File: src/teq_pkg.sv
// ----------------------------------------------------------------------------
// teq_pkg
// Types, constants and codes shared by the event queue modules.
// ----------------------------------------------------------------------------
`default_nettype none

package teq_pkg;

  localparam int QUEUE_SLOTS = 16;
  localparam int SLOT_W      = $clog2(QUEUE_SLOTS);

  localparam int KIND_W    = 3;
  localparam int TIME_W    = 64;
  localparam int PRIO_W    = 8;
  localparam int HANDLER_W = 16;
  localparam int CONTEXT_W = 32;
  localparam int ID_W      = 32;
  localparam int ORDER_W   = 32;
  localparam int KEY_W     = TIME_W + PRIO_W + ORDER_W;

  localparam logic [KIND_W-1:0] KIND_SCHEDULE  = 3'd0;
  localparam logic [KIND_W-1:0] KIND_CANCEL    = 3'd1;
  localparam logic [KIND_W-1:0] KIND_POP_NEXT  = 3'd2;
  localparam logic [KIND_W-1:0] KIND_POP_UNTIL = 3'd3;
  localparam logic [KIND_W-1:0] KIND_CLEAR     = 3'd4;

  typedef enum logic [1:0] {
    ST_IDLE,
    ST_SCAN,
    ST_FLUSH,
    ST_DONE
  } teq_state_t;

  typedef struct packed {
    logic load;
    logic scan_issue;
    logic finish;
  } teq_cmd_t;

  typedef struct packed {
    logic scan_last;
  } teq_sts_t;

  typedef struct packed {
    logic [TIME_W-1:0]    time_value;
    logic [PRIO_W-1:0]    priority_level;
    logic [ORDER_W-1:0]   order;
    logic [ID_W-1:0]      id;
    logic [HANDLER_W-1:0] handler;
    logic [CONTEXT_W-1:0] context_tag;
  } teq_slot_t;

endpackage

`default_nettype wire

File: src/teq_ctrl.sv
// ----------------------------------------------------------------------------
// teq_ctrl
// Controller: sequences load, slot scan and finish, owns the result valid.
// ----------------------------------------------------------------------------
`default_nettype none

module teq_ctrl (
  input  wire logic                      clk,
  input  wire logic                      rst_n,
  input  wire logic                      in_valid,
  input  wire logic [teq_pkg::KIND_W-1:0] in_kind,
  output logic                           in_ready,
  output logic                           out_valid,
  input  wire logic                      out_ready,
  input  wire teq_pkg::teq_sts_t         sts,
  output teq_pkg::teq_cmd_t              cmd
);
  import teq_pkg::*;

  teq_state_t state_r, state_nxt;
  logic       out_valid_r, out_valid_nxt;
  logic       out_free;

  assign out_free  = !out_valid_r || out_ready;
  assign out_valid = out_valid_r;

  always_comb begin
    state_nxt = state_r;
    case (state_r)
      ST_IDLE: begin
        if (in_valid) begin
          if (in_kind == KIND_CANCEL || in_kind == KIND_POP_NEXT ||
              in_kind == KIND_POP_UNTIL) begin
            state_nxt = ST_SCAN;
          end else begin
            state_nxt = ST_DONE;
          end
        end
      end
      ST_SCAN: begin
        if (sts.scan_last) begin
          state_nxt = ST_FLUSH;
        end
      end
      ST_FLUSH: begin
        state_nxt = ST_DONE;
      end
      ST_DONE: begin
        if (out_free) begin
          state_nxt = ST_IDLE;
        end
      end
      default: begin
        state_nxt = ST_IDLE;
      end
    endcase
  end

  always_comb begin
    in_ready       = (state_r == ST_IDLE);
    cmd.load       = in_valid && (state_r == ST_IDLE);
    cmd.scan_issue = (state_r == ST_SCAN);
    cmd.finish     = (state_r == ST_DONE) && out_free;
    out_valid_nxt  = out_valid_r;
    if (cmd.finish) begin
      out_valid_nxt = 1'b1;
    end else if (out_ready) begin
      out_valid_nxt = 1'b0;
    end
  end

  always_ff @(posedge clk) begin
    if (!rst_n) begin
      state_r     <= ST_IDLE;
      out_valid_r <= 1'b0;
    end else begin
      state_r     <= state_nxt;
      out_valid_r <= out_valid_nxt;
    end
  end

endmodule

`default_nettype wire

File: src/teq_dpath.sv
// ----------------------------------------------------------------------------
// teq_dpath
// Datapath: slot memory, live bits, scan compare, counters and result register.
// ----------------------------------------------------------------------------
`default_nettype none

module teq_dpath (
  input  wire logic                          clk,
  input  wire logic                          rst_n,
  input  wire teq_pkg::teq_cmd_t             cmd,
  output teq_pkg::teq_sts_t                  sts,
  input  wire logic [teq_pkg::KIND_W-1:0]    in_kind,
  input  wire logic [teq_pkg::TIME_W-1:0]    in_time_value,
  input  wire logic [teq_pkg::PRIO_W-1:0]    in_priority_level,
  input  wire logic [teq_pkg::HANDLER_W-1:0] in_handler_tag,
  input  wire logic [teq_pkg::CONTEXT_W-1:0] in_context_tag,
  input  wire logic [teq_pkg::ID_W-1:0]      in_cancel_id,
  output logic                               out_result_ok,
  output logic [teq_pkg::ID_W-1:0]           out_new_event_id,
  output logic [teq_pkg::TIME_W-1:0]         out_fired_time,
  output logic [teq_pkg::HANDLER_W-1:0]      out_fired_handler,
  output logic [teq_pkg::CONTEXT_W-1:0]      out_fired_context,
  output logic [teq_pkg::TIME_W-1:0]         out_current_time
);
  import teq_pkg::*;

  teq_slot_t              mem [QUEUE_SLOTS];
  teq_slot_t              rd_r;

  logic [KIND_W-1:0]      op_kind_r;
  logic [TIME_W-1:0]      op_time_r;
  logic [PRIO_W-1:0]      op_prio_r;
  logic [HANDLER_W-1:0]   op_handler_r;
  logic [CONTEXT_W-1:0]   op_context_r;
  logic [ID_W-1:0]        op_cid_r;

  logic [SLOT_W-1:0]      scan_idx_r;
  logic                   cmp_vld_r;
  logic                   cmp_live_r;
  logic [SLOT_W-1:0]      cmp_idx_r;

  logic                   best_found_r;
  logic [SLOT_W-1:0]      best_idx_r;
  logic [TIME_W-1:0]      best_time_r;
  logic [PRIO_W-1:0]      best_prio_r;
  logic [ORDER_W-1:0]     best_order_r;
  logic [HANDLER_W-1:0]   best_handler_r;
  logic [CONTEXT_W-1:0]   best_context_r;

  logic [QUEUE_SLOTS-1:0] valid_r, valid_nxt;
  logic [TIME_W-1:0]      now_r, now_nxt;
  logic [ID_W-1:0]        id_ctr_r, id_ctr_nxt, id_inc;
  logic [ORDER_W-1:0]     order_ctr_r, order_ctr_nxt;

  logic                   free_found;
  logic [SLOT_W-1:0]      free_idx;
  logic                   take;
  logic                   fire;
  logic                   wr_en;

  logic                   res_ok;
  logic [ID_W-1:0]        res_id;
  logic [TIME_W-1:0]      res_time;
  logic [HANDLER_W-1:0]   res_handler;
  logic [CONTEXT_W-1:0]   res_context;

  logic                   out_ok_r;
  logic [ID_W-1:0]        out_id_r;
  logic [TIME_W-1:0]      out_time_r;
  logic [HANDLER_W-1:0]   out_handler_r;
  logic [CONTEXT_W-1:0]   out_context_r;
  logic [TIME_W-1:0]      out_now_r;

  assign sts.scan_last = (scan_idx_r == SLOT_W'(QUEUE_SLOTS - 1));

  always_comb begin
    free_found = 1'b0;
    free_idx   = '0;
    for (int i = QUEUE_SLOTS - 1; i >= 0; i--) begin
      if (!valid_r[i]) begin
        free_found = 1'b1;
        free_idx   = SLOT_W'(i);
      end
    end
  end

  always_comb begin
    logic [KEY_W-1:0] cand_key;
    logic [KEY_W-1:0] best_key;
    cand_key = {rd_r.time_value, rd_r.priority_level, rd_r.order};
    best_key = {best_time_r, best_prio_r, best_order_r};
    take     = 1'b0;
    if (cmp_vld_r && cmp_live_r) begin
      if (op_kind_r == KIND_CANCEL) begin
        take = !best_found_r && (op_cid_r != '0) && (rd_r.id == op_cid_r);
      end else begin
        take = !best_found_r || (cand_key < best_key);
      end
    end
  end

  assign id_inc = id_ctr_r + ID_W'(1);
  assign fire   = best_found_r &&
                  ((op_kind_r == KIND_POP_NEXT) || (best_time_r <= op_time_r));

  always_comb begin
    valid_nxt     = valid_r;
    now_nxt       = now_r;
    id_ctr_nxt    = id_ctr_r;
    order_ctr_nxt = order_ctr_r;
    wr_en         = 1'b0;
    res_ok        = 1'b0;
    res_id        = '0;
    res_time      = '0;
    res_handler   = '0;
    res_context   = '0;
    case (op_kind_r)
      KIND_SCHEDULE: begin
        if (free_found) begin
          wr_en               = 1'b1;
          valid_nxt[free_idx] = 1'b1;
          res_ok              = 1'b1;
          res_id              = id_ctr_r;
          order_ctr_nxt       = order_ctr_r + ORDER_W'(1);
          id_ctr_nxt          = (id_inc == '0) ? ID_W'(1) : id_inc;
        end
      end
      KIND_CANCEL: begin
        if (best_found_r) begin
          valid_nxt[best_idx_r] = 1'b0;
          res_ok                = 1'b1;
        end
      end
      KIND_POP_NEXT, KIND_POP_UNTIL: begin
        if (fire) begin
          valid_nxt[best_idx_r] = 1'b0;
          res_ok                = 1'b1;
          res_time              = best_time_r;
          res_handler           = best_handler_r;
          res_context           = best_context_r;
          if (best_time_r > now_r) begin
            now_nxt = best_time_r;
          end
        end else if (op_kind_r == KIND_POP_UNTIL && op_time_r > now_r) begin
          now_nxt = op_time_r;
        end
      end
      KIND_CLEAR: begin
        valid_nxt     = '0;
        now_nxt       = '0;
        id_ctr_nxt    = ID_W'(1);
        order_ctr_nxt = '0;
      end
      default: begin
      end
    endcase
  end

  always_ff @(posedge clk) begin
    if (cmd.finish && wr_en) begin
      mem[free_idx] <= '{time_value:     op_time_r,
                         priority_level: op_prio_r,
                         order:          order_ctr_r,
                         id:             id_ctr_r,
                         handler:        op_handler_r,
                         context_tag:    op_context_r};
    end
    rd_r <= mem[scan_idx_r];
  end

  always_ff @(posedge clk) begin
    if (cmd.load) begin
      op_kind_r    <= in_kind;
      op_time_r    <= in_time_value;
      op_prio_r    <= in_priority_level;
      op_handler_r <= in_handler_tag;
      op_context_r <= in_context_tag;
      op_cid_r     <= in_cancel_id;
    end
    cmp_live_r <= valid_r[scan_idx_r];
    cmp_idx_r  <= scan_idx_r;
    if (take) begin
      best_idx_r     <= cmp_idx_r;
      best_time_r    <= rd_r.time_value;
      best_prio_r    <= rd_r.priority_level;
      best_order_r   <= rd_r.order;
      best_handler_r <= rd_r.handler;
      best_context_r <= rd_r.context_tag;
    end
    if (cmd.finish) begin
      out_ok_r      <= res_ok;
      out_id_r      <= res_id;
      out_time_r    <= res_time;
      out_handler_r <= res_handler;
      out_context_r <= res_context;
      out_now_r     <= now_nxt;
    end
  end

  always_ff @(posedge clk) begin
    if (!rst_n) begin
      scan_idx_r   <= '0;
      cmp_vld_r    <= 1'b0;
      best_found_r <= 1'b0;
      valid_r      <= '0;
      now_r        <= '0;
      id_ctr_r     <= ID_W'(1);
      order_ctr_r  <= '0;
    end else begin
      cmp_vld_r <= cmd.scan_issue;
      if (cmd.load) begin
        scan_idx_r   <= '0;
        best_found_r <= 1'b0;
      end else begin
        if (cmd.scan_issue) begin
          scan_idx_r <= scan_idx_r + SLOT_W'(1);
        end
        if (take) begin
          best_found_r <= 1'b1;
        end
      end
      if (cmd.finish) begin
        valid_r     <= valid_nxt;
        now_r       <= now_nxt;
        id_ctr_r    <= id_ctr_nxt;
        order_ctr_r <= order_ctr_nxt;
      end
    end
  end

  assign out_result_ok     = out_ok_r;
  assign out_new_event_id  = out_id_r;
  assign out_fired_time    = out_time_r;
  assign out_fired_handler = out_handler_r;
  assign out_fired_context = out_context_r;
  assign out_current_time  = out_now_r;

endmodule

`default_nettype wire

File: src/timed_event_queue.sv
// ----------------------------------------------------------------------------
// timed_event_queue
// Virtual-time event queue: schedule, cancel, pop-next, pop-until and clear.
// ----------------------------------------------------------------------------
// One item is in work at a time. Cancel, pop-next and pop-until run a scan
// that reads one slot per cycle from the slot memory and compares it against
// the best candidate so far. Schedule, clear and unused kinds skip the scan;
// the free slot comes from the live bits directly. A finished result sits in
// the output register, and the next item is transferred in while that result
// waits.
`default_nettype none

module timed_event_queue (
  input  wire logic                          clk,
  input  wire logic                          rst_n,
  input  wire logic                          in_valid,
  output logic                               in_ready,
  input  wire logic [teq_pkg::KIND_W-1:0]    in_kind,
  input  wire logic [teq_pkg::TIME_W-1:0]    in_time_value,
  input  wire logic [teq_pkg::PRIO_W-1:0]    in_priority_level,
  input  wire logic [teq_pkg::HANDLER_W-1:0] in_handler_tag,
  input  wire logic [teq_pkg::CONTEXT_W-1:0] in_context_tag,
  input  wire logic [teq_pkg::ID_W-1:0]      in_cancel_id,
  output logic                               out_valid,
  input  wire logic                          out_ready,
  output logic                               out_result_ok,
  output logic [teq_pkg::ID_W-1:0]           out_new_event_id,
  output logic [teq_pkg::TIME_W-1:0]         out_fired_time,
  output logic [teq_pkg::HANDLER_W-1:0]      out_fired_handler,
  output logic [teq_pkg::CONTEXT_W-1:0]      out_fired_context,
  output logic [teq_pkg::TIME_W-1:0]         out_current_time
);
  import teq_pkg::*;

  teq_cmd_t cmd;
  teq_sts_t sts;

  teq_ctrl u_ctrl (
    .clk       (clk),
    .rst_n     (rst_n),
    .in_valid  (in_valid),
    .in_kind   (in_kind),
    .in_ready  (in_ready),
    .out_valid (out_valid),
    .out_ready (out_ready),
    .sts       (sts),
    .cmd       (cmd)
  );

  teq_dpath u_dpath (
    .clk               (clk),
    .rst_n             (rst_n),
    .cmd               (cmd),
    .sts               (sts),
    .in_kind           (in_kind),
    .in_time_value     (in_time_value),
    .in_priority_level (in_priority_level),
    .in_handler_tag    (in_handler_tag),
    .in_context_tag    (in_context_tag),
    .in_cancel_id      (in_cancel_id),
    .out_result_ok     (out_result_ok),
    .out_new_event_id  (out_new_event_id),
    .out_fired_time    (out_fired_time),
    .out_fired_handler (out_fired_handler),
    .out_fired_context (out_fired_context),
    .out_current_time  (out_current_time)
  );

endmodule

`default_nettype wire

File: config.mk
export PLATFORM = sky130hd
export DESIGN_NAME = timed_event_queue
export DESIGN_NICKNAME = d
export VERILOG_FILES = /design/src/teq_pkg.sv /design/src/teq_ctrl.sv /design/src/teq_dpath.sv /design/src/timed_event_queue.sv
export SDC_FILE = /design/constraint.sdc
export NUM_CORES = 2
export LEC_CHECK = 0
export ABC_CLOCK_PERIOD_IN_PS = 59800
export BUFFER_PORTS_ARGS = -buffer_cell sky130_fd_sc_hd__clkbuf_2
export CORE_MARGIN = 5
export CORE_UTILIZATION = 60
export DETAILED_ROUTE_END_ITERATION = 8
export PLACE_DENSITY = 0.86
export SYNTH_ARGS = -nofsm -noshare
export SYNTH_HDL_FRONTEND = slang
export SYNTH_HIERARCHICAL = 1
export SYNTH_SLANG_ARGS = --single-unit
File: constraint.sdc
create_clock -name clk -period 59.8 [get_ports clk]
set_input_delay 11.96 -clock clk [delete_from_list [all_inputs] [get_ports clk]]
set_output_delay 11.96 -clock clk [all_outputs]
set_load 0.01 [all_outputs]
==> reports/qor.csv <==
stage,metric,value,unit
logic_synthesis,syn_nets,7709,
hold_path,holdPathEnd,u_dpath/best_context_r[12]$_DFFE_PP_,
cts,cts_tree,done,
global_route,global_route.overflow_total,0,
logic_synthesis,async_flop_share,0,%
global_route,first_global_vias,82334,
setup_path,r2r_cells,7,
logic_synthesis,synth_simple_gate_area_share,2.79,%
setup_path,end_kind,flip-flop,
setup_path,path_class,primary input to flip-flop,
cts,clock_latency,1.04,ns
cts,root_buffer,clkbuf_16,
global_route,antenna_found_initial,22,
logic_synthesis,syn_inst,7248,
logic_synthesis,synthTopCellsByArea,"edfxtp_1 70%, mux4_2 14%, dfxtp_1 4.6%",
logic_synthesis,ys_ff_latch,3806,
setup_path,r2r-start,u_dpath/op_kind_r[0]$_DFFE_PP_,
logic_synthesis,syn-cell-area,148000,µm²
logic_synthesis,synth_compound_area_share,2.61,%
routing,drt-initial-drc-count,14201,
sta,slew_viol_final,2,
hold_path,min_path_cells,0,
flow_run,cap_viol_max_count,1,
sta,rsz0062_at_grt,false,
global_route,grt_max_degree,140,
routing,avgRoutedWirePerCell,37.7,µm
final_layout,final_nets,8251,
logic_synthesis,yosysWarningCount,6,
sta,fin_tns_setup,0,ns
logic_synthesis,synth_flop_cell,edfxtp_1,
status,violations,"DRC, capacitance limit, slew limit",
setup_path,startpoint_type,primary input,
hold_path,hp-start,u_dpath/rd_r[12]$_DFF_P_,
die,io_pins,370,
global_route,grt_use_total,33.3,%
die,die_w,506,µm
sta,min_period,16.72,ns
cts,clockBufferDepth,4,
sta,finClkSkew,0.120,ns
sta,hold_viol_final,0,
logic_synthesis,synth_top_cell_by_area,edfxtp_1,
die,fp-row-count,182,
routing,ant_nets,0,
logic_synthesis,synthMuxAreaShare,15.0,%
setup_path,crit_buf_inv,4,
setup_path,cp_max_fo,55,
routing,totalWireLength,427,mm
power_and_ir_drop,powerDensity,37.6,nW/µm²
power_and_ir_drop,p_leak,55.4,nW
routing,viasPerCell,7.15,
die,dieArea,256000,µm²
logic_synthesis,synth-edff-count,3464,
sta,worstMarginPinSlew,1.51,ns
sta,max_freq,59.8,MHz
setup_path,cp_top_family,simple AND/OR/NAND/NOR gates,
setup_path,required,60.40,ns
setup_path,crit_top_cell,buf_4,
logic_synthesis,synth_top_family_by_area,multiplexers,
logic_synthesis,synth_top_cell_area_share,70.4,%
routing,vias,80882,
cts,cts_buffers,371,
logic_synthesis,yosys.area_share.adder,2.56,%
hold_path,min-delay-path-class,flip-flop to flip-flop,
sta,setup_viol,0,
place,io_buffers,369,
power_and_ir_drop,vdd_drop_max,0.0371,mV
place,post-dp-hpwl,218,mm
logic_synthesis,synth.distinct_cells,71,
logic_synthesis,synth-xor-area-share,0.445,%
die,coreArea,245000,µm²
routing,drc,3,
logic_synthesis,synth_area_per_cell,20.4,µm²
final_layout,syn2layout_area_growth,12.1,%
final_layout,final_common_cell,edfxtp_1,
sta,setup_slack,43.08,ns
place,dp_cells,10636,
setup_path,rr_endpoint,u_dpath/mem[14][51]$_DFFE_PP_,
setup_path,crit_arrival,17.32,ns
cts,cts_setup_buffers,0,
cts,cts_resized,0,
die,start_util,60.1,%
place,routabilityCongestion,0.909,
setup_path,slowest_stage,nor2_4,
cts,htreeDepth,5,
setup_path,crit_path_cell_trace,"clkbuf_2, inv_1, a21boi_4, nand3_1, nor2_1, nand4_1, nor2_4, buf_4, buf_4",
final_layout,layout_common_cells,"3,464 x edfxtp_1, 925 x mux4_2, 377 x clkbuf_16",
final_layout,fin_cells,11312,
routing,dr.pass1.iters,9,
die,die_y,506,µm
sta,layout_worst_path_cycle_share,28.0,%
status,outcome,finished with violations,
cts,ctsHoldBuffers,0,
logic_synthesis,synth_seq_area_share,75.1,%
setup_path,reg2reg_slack,52.93,ns
cts,clock-sinks,3806,
cts,cts.clk_slew.worst_paths,0.06,ns
final_layout,drive_above_1_share,25.0,%
setup_path,cpPeakStageDelay,1.17,ns
global_route,grt_pass1_wl,609,mm
place,dp_slack,42.36,ns
sta,slew_headroom,-1.47,%
==> kinds of logic after synthesis <==
family                   after synthesis
AO/OA/AOI/OAI                        635
XOR/XNOR                              75
adder cells (fa/ha/maj)              302
buffers and inverters                587
flip-flops                          3806
multiplexers                        1057
AND/OR/NAND/NOR                      786
==> metrics by stage <==
stage / utilization [%] / hold slack (ns) / total power, W / cell area (µm²)
2_1_floorplan: - / 0.329 / 0.00363 / 148000
3_3_place_gp: 62.6 / 0.386 / 0.00385 / 154000
3_5_place_dp: 62.6 / 0.390 / 0.00389 / 154000
4_1_cts: 67.4 / 0.350 / 0.00622 / 165000
5_1_grt: 67.4 / 0.370 / 0.00640 / 165000
6_report: 67.4 / 0.359 / 0.00623 / 165000
==> where the power goes <==
group	total, W	internal, W	switching, W
Sequential	0.00320	0.00305	0.000145
Combinational	0.000682	0.000299	0.000383
Clock	0.00235	0.00131	0.00103
Total	0.00623	0.00467	0.00156
==> state kept, by name, indices dropped and copies added (netlist names), 32 cells and up <==
register                   flops
u_dpath/best_order_r          32
u_dpath/id_ctr_r              32
u_dpath/out_current_time      64
u_dpath/out_fired_time        64
u_dpath/out_new_event_id      32
u_dpath/best_context_r        32
u_dpath/now_r                 64
u_dpath/best_time_r           64
u_dpath/op_context_r          32
u_dpath/op_time_r             64
u_dpath/order_ctr_r           32
u_dpath/out_fired_context     32
u_dpath/op_cid_r              32
u_dpath/mem                 2944
u_dpath/rd_r                 184
==> synth_stat cells (4+ instances only) <==
cell / instances
and2_1: 150
o21ai_0: 138
and4_1: 8
xor2_1: 40
a211o_1: 6
xnor2_1: 35
o31ai_1: 4
nand2_1: 136
clkbuf_1: 252
edfxtp_1: 3464
nor3_1: 35
a22oi_1: 65
o221a_2: 9
buf_1: 60
o211ai_1: 17
a221oi_1: 8
nor4_1: 30
dfxtp_1: 342
mux4_2: 925
buf_2: 16
or3_1: 21
inv_1: 257
nor2b_1: 19
nand3_1: 84
nor2_1: 167
or4_1: 7
a31oi_1: 20
and3_1: 22
nand2b_1: 9
a211oi_1: 18
a21o_1: 58
a21oi_1: 255
nand4_1: 79
ha_1: 302
a21boi_0: 5
mux2i_1: 130
==> cell type report <==
class	count	area (µm²)
diodes	10	25.0
clock buffers	508	10400
clock inverters	157	1500
fillers	13799	80000
inverters	257	965
multi-input cells	2855	34800
flip-flops and latches	3806	111000
well taps	3220	4030
repair buffers	499	2960
==> how the worst max path moves through the flow <==
stage               from                              end  slack, ns  cells past startpoint
2_1_floorplan  out_ready  u_dpath/valid_r[8]$_SDFFE_PN0P_      30.96                     10
3_3_place_gp   out_ready    u_dpath/mem[14][46]$_DFFE_PP_      42.50                      9
3_5_place_dp   out_ready    u_dpath/mem[14][45]$_DFFE_PP_      42.36                      9
4_1_cts        out_ready    u_dpath/mem[14][51]$_DFFE_PP_      43.29                      9
5_1_grt        out_ready    u_dpath/mem[14][51]$_DFFE_PP_      43.05                      9
6_report       out_ready    u_dpath/mem[14][51]$_DFFE_PP_      43.08                      9
==> layer usage <==
| metal | vias up | wire [µm] | GRT usage, % |
|---|---|---|---|
| met5 | - | 90 | 0 |
| met4 | 16 | 31500 | 19.2 |
| met3 | 1783 | 51800 | 7.92 |
| met2 | 7696 | 209000 | 53.9 |
| met1 | 40707 | 134000 | 41.7 |
| li1 | 30680 | - | - |
(Power assumes the default switching activity.)
